--- config.mk ---
export PLATFORM = sky130hd
export DESIGN_NAME = ladder_lowpass_filter_unit
export DESIGN_NICKNAME = d
export VERILOG_FILES = /design/src/sv/llf_pkg.sv /design/src/sv/llf_smul.sv /design/src/sv/ladder_lowpass_filter_unit.sv
export SDC_FILE = /design/constraint.sdc
export NUM_CORES = 1
export LEC_CHECK = 0
export ABC_AREA = 1
export BUFFER_PORTS_ARGS = -buffer_cell sky130_fd_sc_hd__buf_2
export CAP_MARGIN = 10
export CORE_AREA = 2 2 180 182
export CTS_CLUSTER_DIAMETER = 60
export DETAILED_ROUTE_END_ITERATION = 10
export DIE_AREA = 0 0 182 184
export GPL_TIMING_DRIVEN = 0
export PLACE_DENSITY = 0.81
export SLEW_MARGIN = 25
export SYNTH_ARGS = -nofsm -noshare
export SYNTH_HDL_FRONTEND = slang
export SYNTH_HIERARCHICAL = 1
export SYNTH_SLANG_ARGS = --single-unit
--- constraint.sdc ---
create_clock -name clk -period 7.4 [get_ports clk]
set_input_delay 0.74 -clock clk [delete_from_list [all_inputs] [get_ports clk]]
set_output_delay 0.74 -clock clk [all_outputs]
set_load 0.005 [all_outputs]
--- src/sv/llf_pkg.sv ---
// Shared constants, request/response types and clip helpers for the ladder low-pass filter.
// Used by llf_smul, ladder_lowpass_filter_unit and llf_chk. No dependencies.
package llf_pkg;

	localparam int NUM_POLES = 4;
	localparam int SMP_W     = 16;
	localparam int COEF_FRAC = 16;
	localparam int PIDX_W    = (NUM_POLES > 1) ? $clog2(NUM_POLES) : 1;

	// running value after the quartering, feedback value, multiplier operand
	localparam int X_W    = SMP_W + 1;
	localparam int FB_W   = SMP_W + 2;
	localparam int DIFF_W = FB_W + 1;
	localparam int D_W    = SMP_W + 2;

	// multiplicand holds either the signed cutoff or the unsigned feedback gain
	localparam int CUT_W  = 18;
	localparam int GAIN_W = 19;
	localparam int CLIP_W = 15;
	localparam int M_W    = GAIN_W + 1;
	localparam int ACC_W  = M_W + 1;
	localparam int RND_W  = ACC_W + D_W - COEF_FRAC;
	localparam int CW     = RND_W + 1;
	localparam int CNT_W  = $clog2(D_W + 1);

	// APB register map
	localparam int ADDR_W = 4;
	localparam int DATA_W = 32;
	localparam int REG_W  = ADDR_W - 2;
	localparam logic [REG_W-1:0] REG_CUTOFF = 2'd0;
	localparam logic [REG_W-1:0] REG_FBGAIN = 2'd1;
	localparam logic [REG_W-1:0] REG_CLIP   = 2'd2;

	localparam logic [CUT_W-1:0]  CUTOFF_RST = 18'd60484;
	localparam logic [GAIN_W-1:0] FBGAIN_RST = 19'd0;
	localparam logic [CLIP_W-1:0] CLIP_RST   = 15'd31130;

	typedef struct packed {
		logic                  start;
		logic signed [M_W-1:0] mcand;
		logic signed [D_W-1:0] mplier;
	} mul_req_t;

	typedef struct packed {
		logic                    done;
		logic signed [RND_W-1:0] rnd;
	} mul_rsp_t;

	// symmetric clip to +/- lim
	function automatic logic signed [SMP_W-1:0] clip_val(
		input logic signed [CW-1:0] v,
		input logic [SMP_W-1:0] lim
	);
		logic signed [CW-1:0] hi;
		logic signed [CW-1:0] lo;
		logic signed [SMP_W-1:0] res;
		hi = signed'(CW'(lim));
		lo = -hi;
		if (v > hi) begin
			res = hi[SMP_W-1:0];
		end else if (v < lo) begin
			res = lo[SMP_W-1:0];
		end else begin
			res = v[SMP_W-1:0];
		end
		return res;
	endfunction

	// saturate the rounded feedback product to the feedback register range
	function automatic logic signed [FB_W-1:0] sat_fb(input logic signed [RND_W-1:0] v);
		logic signed [RND_W-1:0] hi;
		logic signed [RND_W-1:0] lo;
		logic signed [FB_W-1:0] res;
		hi = RND_W'((64'sd1 <<< (FB_W - 1)) - 64'sd1);
		lo = -hi - RND_W'(1);
		if (v > hi) begin
			res = hi[FB_W-1:0];
		end else if (v < lo) begin
			res = lo[FB_W-1:0];
		end else begin
			res = v[FB_W-1:0];
		end
		return res;
	endfunction

endpackage

--- src/sv/llf_smul.sv ---
// Bit-serial signed multiplier with a Q.16 round-to-nearest output.
// Depends on llf_pkg (widths, mul_req_t, mul_rsp_t).
module llf_smul (
	input  logic              clk,
	input  logic              arst_n,
	input  llf_pkg::mul_req_t req,
	output llf_pkg::mul_rsp_t rsp
);
	import llf_pkg::*;

	logic signed [M_W-1:0]   mcand_q;
	logic signed [ACC_W-1:0] acc_q;
	logic [D_W-1:0]          mq_q;
	logic [CNT_W-1:0]        cnt_q;
	logic                    busy_q;
	logic                    done_q;
	logic signed [ACC_W:0]   addend;
	logic signed [ACC_W:0]   sum;
	logic                    last;

	always_comb begin
		last   = (cnt_q == CNT_W'(D_W - 1));
		addend = mq_q[0] ? (ACC_W + 1)'(mcand_q) : '0;
		// the top multiplier bit carries negative weight
		if (last) begin
			sum = (ACC_W + 1)'(acc_q) - addend;
		end else begin
			sum = (ACC_W + 1)'(acc_q) + addend;
		end
	end

	always_ff @(posedge clk or negedge arst_n) begin
		if (!arst_n) begin
			busy_q <= 1'b0;
			done_q <= 1'b0;
			cnt_q  <= '0;
		end else if (req.start) begin
			busy_q <= 1'b1;
			done_q <= 1'b0;
			cnt_q  <= '0;
		end else if (busy_q) begin
			cnt_q <= cnt_q + 1'b1;
			if (last) begin
				busy_q <= 1'b0;
				done_q <= 1'b1;
			end
		end else begin
			done_q <= 1'b0;
		end
	end

	// low product bits shift in at the top of the multiplier register
	always_ff @(posedge clk) begin
		if (req.start) begin
			mcand_q <= req.mcand;
			mq_q    <= req.mplier;
			acc_q   <= '0;
		end else if (busy_q) begin
			acc_q <= sum[ACC_W:1];
			mq_q  <= {sum[0], mq_q[D_W-1:1]};
		end
	end

	assign rsp.done = done_q;
	assign rsp.rnd  = signed'({acc_q, mq_q[D_W-1:COEF_FRAC]}) + RND_W'(mq_q[COEF_FRAC-1]);

endmodule

--- src/sv/ladder_lowpass_filter_unit.sv ---
// Top level of the four-pole resonant ladder low-pass filter with its APB register block.
// Depends on llf_pkg and llf_smul.

// One Q1.15 sample in, one filtered Q1.15 sample out. Every multiply goes through a
// single shared bit-serial multiplier, one multiplier bit per cycle: one multiply per
// pole and one for the feedback step. The input stalls until the previous sample is
// finished, but a new input is taken while the previous result still waits at the
// output. Registers: cutoff_coef at 0x0 (signed Q2.16), feedback_gain at 0x4
// (unsigned Q3.16), clip_limit at 0x8 (unsigned Q0.15); write them only while the
// filter is idle.
module ladder_lowpass_filter_unit (
	input  logic                             clk,
	input  logic                             arst_n,
	input  logic                             psel,
	input  logic                             penable,
	input  logic                             pwrite,
	input  logic [llf_pkg::ADDR_W-1:0]       paddr,
	input  logic [llf_pkg::DATA_W-1:0]       pwdata,
	output logic [llf_pkg::DATA_W-1:0]       prdata,
	output logic                             pready,
	input  logic                             in_valid,
	output logic                             in_stall,
	input  logic signed [llf_pkg::SMP_W-1:0] sample_in,
	output logic                             out_valid,
	input  logic                             out_stall,
	output logic signed [llf_pkg::SMP_W-1:0] sample_out
);
	import llf_pkg::*;

	localparam logic [2:0] S_IDLE = 3'd0;
	localparam logic [2:0] S_LOAD = 3'd1;
	localparam logic [2:0] S_MUL  = 3'd2;
	localparam logic [2:0] S_ADD1 = 3'd3;
	localparam logic [2:0] S_ADD2 = 3'd4;
	localparam logic [2:0] S_FB   = 3'd5;

	logic [CUT_W-1:0]  cutoff_q;
	logic [GAIN_W-1:0] fbgain_q;
	logic [CLIP_W-1:0] clip_q;

	logic [2:0]              state_q;
	logic [PIDX_W-1:0]       k_q;
	logic                    fbph_q;
	logic signed [X_W-1:0]   x_q;
	logic signed [SMP_W-1:0] t_q;
	logic signed [SMP_W-1:0] v_q;
	logic signed [SMP_W-1:0] pole_q [NUM_POLES];
	logic signed [FB_W-1:0]  fb_q;
	logic                    out_valid_q;
	logic signed [SMP_W-1:0] sample_out_q;

	logic                     cfg_wr;
	logic                     in_accept;
	logic                     out_free;
	logic signed [DIFF_W-1:0] diff;
	logic signed [X_W-1:0]    x0;
	logic [SMP_W-1:0]         lim;
	logic signed [SMP_W-1:0]  v_new;
	logic signed [SMP_W-1:0]  x_new;
	logic signed [FB_W-1:0]   fb_new;
	mul_req_t                 mreq;
	mul_rsp_t                 mrsp;

	llf_smul u_smul (
		.clk    (clk),
		.arst_n (arst_n),
		.req    (mreq),
		.rsp    (mrsp)
	);

	// register block
	assign cfg_wr = psel & penable & pwrite;
	assign pready = 1'b1;

	always_ff @(posedge clk or negedge arst_n) begin
		if (!arst_n) begin
			cutoff_q <= CUTOFF_RST;
			fbgain_q <= FBGAIN_RST;
			clip_q   <= CLIP_RST;
		end else if (cfg_wr) begin
			case (paddr[ADDR_W-1:2])
				REG_CUTOFF: cutoff_q <= pwdata[CUT_W-1:0];
				REG_FBGAIN: fbgain_q <= pwdata[GAIN_W-1:0];
				REG_CLIP:   clip_q   <= pwdata[CLIP_W-1:0];
				default:    ;
			endcase
		end
	end

	always_comb begin
		case (paddr[ADDR_W-1:2])
			REG_CUTOFF: prdata = DATA_W'(cutoff_q);
			REG_FBGAIN: prdata = DATA_W'(fbgain_q);
			REG_CLIP:   prdata = DATA_W'(clip_q);
			default:    prdata = '0;
		endcase
	end

	// datapath
	assign in_stall  = (state_q != S_IDLE);
	assign in_accept = in_valid & ~in_stall;
	assign out_free  = ~out_valid_q | ~out_stall;

	always_comb begin
		diff   = DIFF_W'(sample_in) - DIFF_W'(fb_q);
		x0     = diff[DIFF_W-1:2];   // floor of a quarter
		lim    = SMP_W'(clip_q);
		v_new  = clip_val(CW'(x_q) + CW'(mrsp.rnd), lim);
		x_new  = clip_val(CW'(v_q) + CW'(t_q), lim);
		fb_new = sat_fb(mrsp.rnd);

		mreq.start = (state_q == S_LOAD);
		if (fbph_q) begin
			mreq.mcand  = signed'(M_W'(fbgain_q));
			mreq.mplier = D_W'(x_q);
		end else begin
			mreq.mcand  = M_W'(signed'(cutoff_q));
			mreq.mplier = D_W'(x_q) - D_W'(pole_q[k_q]);
		end
	end

	always_ff @(posedge clk or negedge arst_n) begin
		if (!arst_n) begin
			state_q     <= S_IDLE;
			k_q         <= '0;
			fbph_q      <= 1'b0;
			fb_q        <= '0;
			out_valid_q <= 1'b0;
			for (int i = 0; i < NUM_POLES; i++) begin
				pole_q[i] <= '0;
			end
		end else begin
			if (out_valid_q && !out_stall && state_q != S_FB) begin
				out_valid_q <= 1'b0;
			end
			case (state_q)
				S_IDLE: begin
					if (in_accept) begin
						k_q     <= '0;
						fbph_q  <= 1'b0;
						state_q <= S_LOAD;
					end
				end
				S_LOAD: state_q <= S_MUL;
				S_MUL: begin
					if (mrsp.done) begin
						state_q <= fbph_q ? S_FB : S_ADD1;
					end
				end
				S_ADD1: begin
					pole_q[k_q] <= v_new;
					state_q     <= S_ADD2;
				end
				S_ADD2: begin
					if (k_q == PIDX_W'(NUM_POLES - 1)) begin
						fbph_q <= 1'b1;
					end else begin
						k_q <= k_q + 1'b1;
					end
					state_q <= S_LOAD;
				end
				S_FB: begin
					// hold here until the output register can take the new sample
					if (out_free) begin
						fb_q        <= fb_new;
						out_valid_q <= 1'b1;
						state_q     <= S_IDLE;
					end
				end
				default: state_q <= S_IDLE;
			endcase
		end
	end

	always_ff @(posedge clk) begin
		if (state_q == S_IDLE && in_accept) begin
			x_q <= x0;
		end else if (state_q == S_ADD2) begin
			x_q <= X_W'(x_new);
		end
		if (state_q == S_LOAD) begin
			t_q <= pole_q[k_q];
		end
		if (state_q == S_ADD1) begin
			v_q <= v_new;
		end
		if (state_q == S_FB && out_free) begin
			sample_out_q <= x_q[SMP_W-1:0];
		end
	end

	assign out_valid  = out_valid_q;
	assign sample_out = sample_out_q;

endmodule

==> results of run 1 <==
-- through the flow --
step                      worst slack, ns  hold WS, ns  util [%]
after floorplan                     2.320       0.4376         -
after global placement             0.1603       0.4565     67.87
after detailed placement            1.039       0.4660     68.21
after CTS                           1.001      0.07899     71.28
after global routing               0.4358       0.1078     71.28
final                              0.8436      0.07920     71.29
-- final timing paths --
check | slack [ns] | cells past startpoint | endpoint | startpoint
max | 0.84 | 35 | pole_q[38] | u_smul/mq_q[15]
min | 0.08 | 1 | u_smul/cnt_q[1] | arst_n
max reg2reg | 0.84 | 35 | pole_q[38] | u_smul/mq_q[15]
min in group clk | 0.39 | 3 | out_valid | out_stall
min reg2reg | 0.48 | 2 | pole_q[47] | pole_q[47]
max in group asynchronous | 6.48 | 2 | pole_q[20] | arst_n
-- area by class of cell --
class                      count  area share [%]
clock buffer                  45           3.835
multi-input combinational   2119           51.79
inverter                     312           5.233
timing repair buffer          88           2.208
antenna                        1         0.01118
sequential                   272           32.34
clock inverter                12          0.4696
buffer                        87           1.873
tap                          402           2.247
-- cells by family (layout without fill, tap and decap cells) --
kind of cell,count (synthesis),count (layout)
flops,272,272
xor+xnor,81,81
fa+ha+maj,184,184
compound gates,459,459
simple gates,1381,1381
other cells,2,15
buf+inv,399,544
-- sequential cells by signal (all words and copies together) (netlist names), 16 cells and up --
| name | cells |
|---|---|
| u_smul/mcand_q | 20 |
| fb_q | 18 |
| x_q | 17 |
| cutoff_q | 18 |
| sample_out | 16 |
| u_smul/acc_q | 21 |
| pole_q | 64 |
| fbgain_q | 19 |
| t_q | 16 |
| u_smul/mq_q | 18 |
| v_q | 16 |
-- metal layers --
metal	part of all wire [%]	vias to the layer above	routed length (um)	global-route usage (%)
li1	-	9455	-	-
met4	4.0	6	2524	13.55
met5	0.064	-	41	0
met3	10	162	6575	7.250
met2	43	1092	27590	59.21
met1	42	9365	26920	52.45
-- cells in the mapped netlist, types with 4 or more instances --
cell type | number | share of area (%)
nand2_1 | 887 | 16
inv_1 | 301 | 5.6
nand3_1 | 202 | 5.0
o21ai_0 | 182 | 4.5
ha_1 | 180 | 11
a21oi_1 | 166 | 4.1
nor2_1 | 143 | 2.6
dfrtp_1 | 132 | 16
edfxtp_1 | 103 | 15
xor2_1 | 62 | 2.7
clkbuf_1 | 57 | 1.1
nor3_1 | 26 | 0.64
nand2_2 | 24 | 0.74
nand4_1 | 24 | 0.74
dfxtp_1 | 21 | 2.1
xnor2_1 | 18 | 0.77
a22oi_1 | 16 | 0.59
buf_4 | 16 | 0.59
dfstp_2 | 16 | 2.1
a32oi_1 | 15 | 0.65
o221ai_1 | 15 | 0.65
and2_1 | 14 | 0.43
nor2_2 | 14 | 0.43
or2_2 | 13 | 0.40
buf_2 | 11 | 0.27
o21bai_1 | 10 | 0.37
a21o_1 | 9 | 0.33
o22ai_1 | 9 | 0.28
a31oi_1 | 7 | 0.22
nand3b_1 | 7 | 0.26
nor4_1 | 7 | 0.22
o21a_1 | 7 | 0.26
o31ai_1 | 7 | 0.26
clkinv_1 | 6 | 0.11
inv_2 | 5 | 0.092
fa_1 | 4 | 0.39
nand3_2 | 4 | 0.20
o211ai_1 | 4 | 0.15
==> results.ini, run 1 <==
[outcome]
outcome=completed

[job]
cap_violations=0

[floorplan]
io_pins=110
dieHeight_um=184
die_w_um=182
num_rows=65
initial_core_util_pct=64.85
fp.dieArea_um2=33490
core_area_um2=31390

[grt]
grt_pass1_wl_um=98500
antenna_found_initial=3
grt_overflow=0
track_usage_pct=37.76
grt_start_max_net_pins=91
first_global_vias=18430

[clock_network]
numCtsBuffers=31
clkTransAtPathRegs_ns=0.06
cts_resized=0
htreeDepth=1
clock-root-buffer=clkbuf_16
holdBufCountCts=0
cts_max_path_buffers=3
cts_sinks=272
post-cts-setup-buffers=0
clk_latency_ns=0.59
cts_tree=yes

[cells_and_area]
seq_area_um2=7237
nNetsFinal=3154
multiInputGateArea_um2=11590
final_cell_mix=887 x nand2_1, 301 x inv_1, 202 x nand3_1
stdcell_count=3338
num-fill-cells=2582
fin_area_um2=22380
layout-drive-gt1-share_pct=8.688
syn_to_final_growth_pct=9.938
final_common_cell=nand2_1

[sta]
fmax_mhz=152.5
rsz0062_at_grt=no
min_period_ns=6.556
skew_ns=0.01504
setup_violations=0
fin_tns_setup_ns=0
tightest_slew_ns=1.096
fin_crit_sh_pct=88.60
maxSlewHeadroom_pct=26.50
drv_slew=0
finalHoldViolations=0

[yosys]
synth_area_um2=20360
ys_seq_area_share_pct=35.55
yosys.area_share.simple_pct=28.84
yosysWarnings=6
ys_async_sr_fraction_pct=54.41
ys.flop_type=dfrtp_1
synth_cell_types=62
avgSynthCellArea_um2=7.328
synth_seq_cells=272
synthMuxAreaShare_pct=0
synth_edf_count=103
synth_compound_area_share_pct=12.78
synth_top_family_by_area=simple AND/OR/NAND/NOR gates
syn_inst=2778
synth-xor-area-share_pct=3.522
synthAdderAreaFrac_pct=11.46

[route]
drtIter0Drc=2349
drt_wl_total_um=63650
viasPerCell=6.016
antenna_left=0
vias=20080
wl_per_cell_um=19.07
firstDrtPassIters=6
drc=0

[worst_setup_path]
worstPathRequired_ns=7.93
end_kind=flip-flop
critical-path-slowest-cell=nand2_1
cp_max_fo=10
cpPeakStageDelay_ns=0.39
startpoint_type=flip-flop
cpMostUsedCell=nand2_1
cp.arrival_ns=7.08
crit_buf_inv=3
path_delay_family=simple AND/OR/NAND/NOR gates
critPathKind=flip-flop to flip-flop

[placement]
dp_cells=3280
placed_area_um2=21410
port_buffers=80
gp_congestion=0.9792
hpwl_um=49970

[worst_hold_path]
hold_class=primary input to asynchronous set/reset pin

Power of run 1 is not shown: default switching activity piles up to over one toggle a cycle in this logic, so the estimate is an artifact.
==> inputs of run 2 (changes only) <==
Settings changed: BUFFER_PORTS_ARGS -buffer_cell sky130_fd_sc_hd__buf_2 to unset, DONT_BUFFER_PORTS set to 1, PLACE_DENSITY 0.81 to 0.78.
==> results.ini, run 2 (synthesized netlist as in run 1, its figures left out) <==
[grt]
antenna_found_initial=2  ; was 3
track_usage_pct=37.51  ; was 37.76%
first_global_vias=18250  ; was 18.43k
grt_pass1_wl_um=97770  ; was 98500 um
grt_start_max_net_pins=133  ; was 91
grt_overflow=0  ; unchanged

[floorplan]
fp.dieArea_um2=33490  ; unchanged
dieHeight_um=184  ; unchanged
num_rows=65  ; unchanged
io_pins=110  ; unchanged
initial_core_util_pct=64.85  ; unchanged
die_w_um=182  ; unchanged
core_area_um2=31390  ; unchanged

[clock_network]
cts_sinks=272  ; unchanged
clk_latency_ns=0.60  ; was 0.59 ns
clkTransAtPathRegs_ns=0.06  ; about the same
cts_resized=0  ; unchanged
numCtsBuffers=30  ; was 31
cts_tree=yes  ; unchanged
clock-root-buffer=clkbuf_16  ; unchanged
htreeDepth=1  ; unchanged
cts_max_path_buffers=3  ; unchanged

[cells_and_area]
top_regs=pole_q x64, u_smul/acc_q x21, u_smul/mcand_q x20  ; unchanged
layout-drive-gt1-share_pct=6.268  ; was 8.688%
num-fill-cells=2680  ; was 2582
final_cell_mix=887 x nand2_1, 301 x inv_1, 202 x nand3_1  ; unchanged
regMostFlops=pole_q  ; unchanged
final_common_cell=nand2_1  ; unchanged
largest_reg_flops=64  ; unchanged
syn_to_final_growth_pct=8.304  ; was 9.938%
nNetsFinal=3075  ; was 3154

[sta]
maxSlewHeadroom_pct=27.50  ; was 26.50%
fin_ws_ns=0.9530  ; was 0.8436 ns
fmax_mhz=155.1  ; was 152.5 MHz
rsz0062_at_grt=no  ; unchanged
drv_slew=0  ; unchanged
fin_tns_setup_ns=0  ; unchanged
tightest_slew_ns=1.081  ; was 1.096 ns
skew_ns=0.03869  ; was 0.01504 ns
finalHoldViolations=0  ; unchanged
timing.hold.ws_ns=0.02199  ; was 0.07920 ns
fin_crit_sh_pct=87.12  ; was 88.60%
setup_violations=0  ; unchanged
min_period_ns=6.447  ; was 6.556 ns

[route]
viasPerCell=5.995  ; was 6.016
drc=0  ; unchanged
vias=19540  ; was 20.08k
wl_per_cell_um=19.33  ; was 19.07 um
firstDrtPassIters=5  ; was 6
drt_wl_total_um=63000  ; was 63650 um
drtIter0Drc=2498  ; was 2349
antenna_left=0  ; unchanged

[placement]
port_buffers=0  ; was 80
hpwl_um=48760  ; was 49970 um
gp_congestion=1.029  ; was 0.9792
dpl_worst_slack_ns=1.165  ; was 1.039 ns

[worst_setup_path]
reg2reg_depth=33  ; was 35
cp.arrival_ns=6.79  ; was 7.08 ns
cp_max_fo=10  ; unchanged
worstPathRequired_ns=7.74  ; was 7.93 ns
cpPeakStageDelay_ns=0.39  ; about the same
critPathKind=flip-flop to flip-flop  ; unchanged
startpoint_type=flip-flop  ; unchanged
rrSetupSlack_ns=0.95  ; was 0.84 ns
end_kind=flip-flop  ; unchanged
critical-path-slowest-cell=nand2_1  ; unchanged

[job]
cap_violations=0  ; unchanged

[outcome]
outcome=completed  ; unchanged

[worst_hold_path]
hold_class=primary input to asynchronous set/reset pin  ; unchanged

[run 2: critical path: cells and delay by family, from the launching register on]
kind / cells / cell delay [ns]
buffers and inverters: 4 / 0.72
flip-flops: 1 / 0.38
XOR/XNOR: 1 / 0.29
AND/OR/NAND/NOR: 18 / 2.71
AO/OA/AOI/OAI: 6 / 1.02
adder cells (fa/ha/maj): 4 / 1.07
[run 2: area by class of cell]
cell class                 count  area, um2  share of cell area (%)
buffer                        87      419.2                   1.901
timing repair buffer          10      108.9                  0.4937
multi-input combinational   2119      11580                   52.55
inverter                     312       1171                   5.312
antenna                        1      2.502                 0.01135
clock buffer                  41      852.1                   3.865
sequential                   272       7237                   32.82
clock inverter                15      168.9                  0.7661
tap                          402      503.0                   2.281
[run 2: per-layer routing]
| layer | track usage, % | vias to the layer above | wire length, um |
|---|---|---|---|
| met1 | 52.59 | 9047 | 27140 |
| met3 | 6.042 | 146 | 6119 |
| met5 | 0 | - | 22 |
| met2 | 59.34 | 1044 | 27590 |
| li1 | - | 9298 | - |
| met4 | 12.97 | 4 | 2133 |
[run 2: through the flow]
stage	util, %	area [um2]	std cells
global route	70.22	22040	3258
CTS	70.19	22030	3257
global placement	66.59	20910	3192
detailed placement	66.85	20990	3200
floorplan	-	20400	2790
finish	70.23	22050	3259
[run 2: final timing paths]
| check | start | to |
|---|---|---|
| setup / recovery | u_smul/mq_q[15] | v_q[13] |
| hold / removal | arst_n | cutoff_q[6] |
| setup reg to reg | u_smul/mq_q[15] | v_q[13] |
| hold reg to reg | u_smul/cnt_q[4] | u_smul/cnt_q[4] |
| max in group asynchronous | arst_n | fbph_q |
| min in group clk | pwdata[15] | cutoff_q[15] |
[run 2: timing repair]
action,in CTS,in global routing
buffers inserted,0,0
hold buffers,1,1
hold endpoints to repair,132,2
Power of run 2 is left out for the same reason.
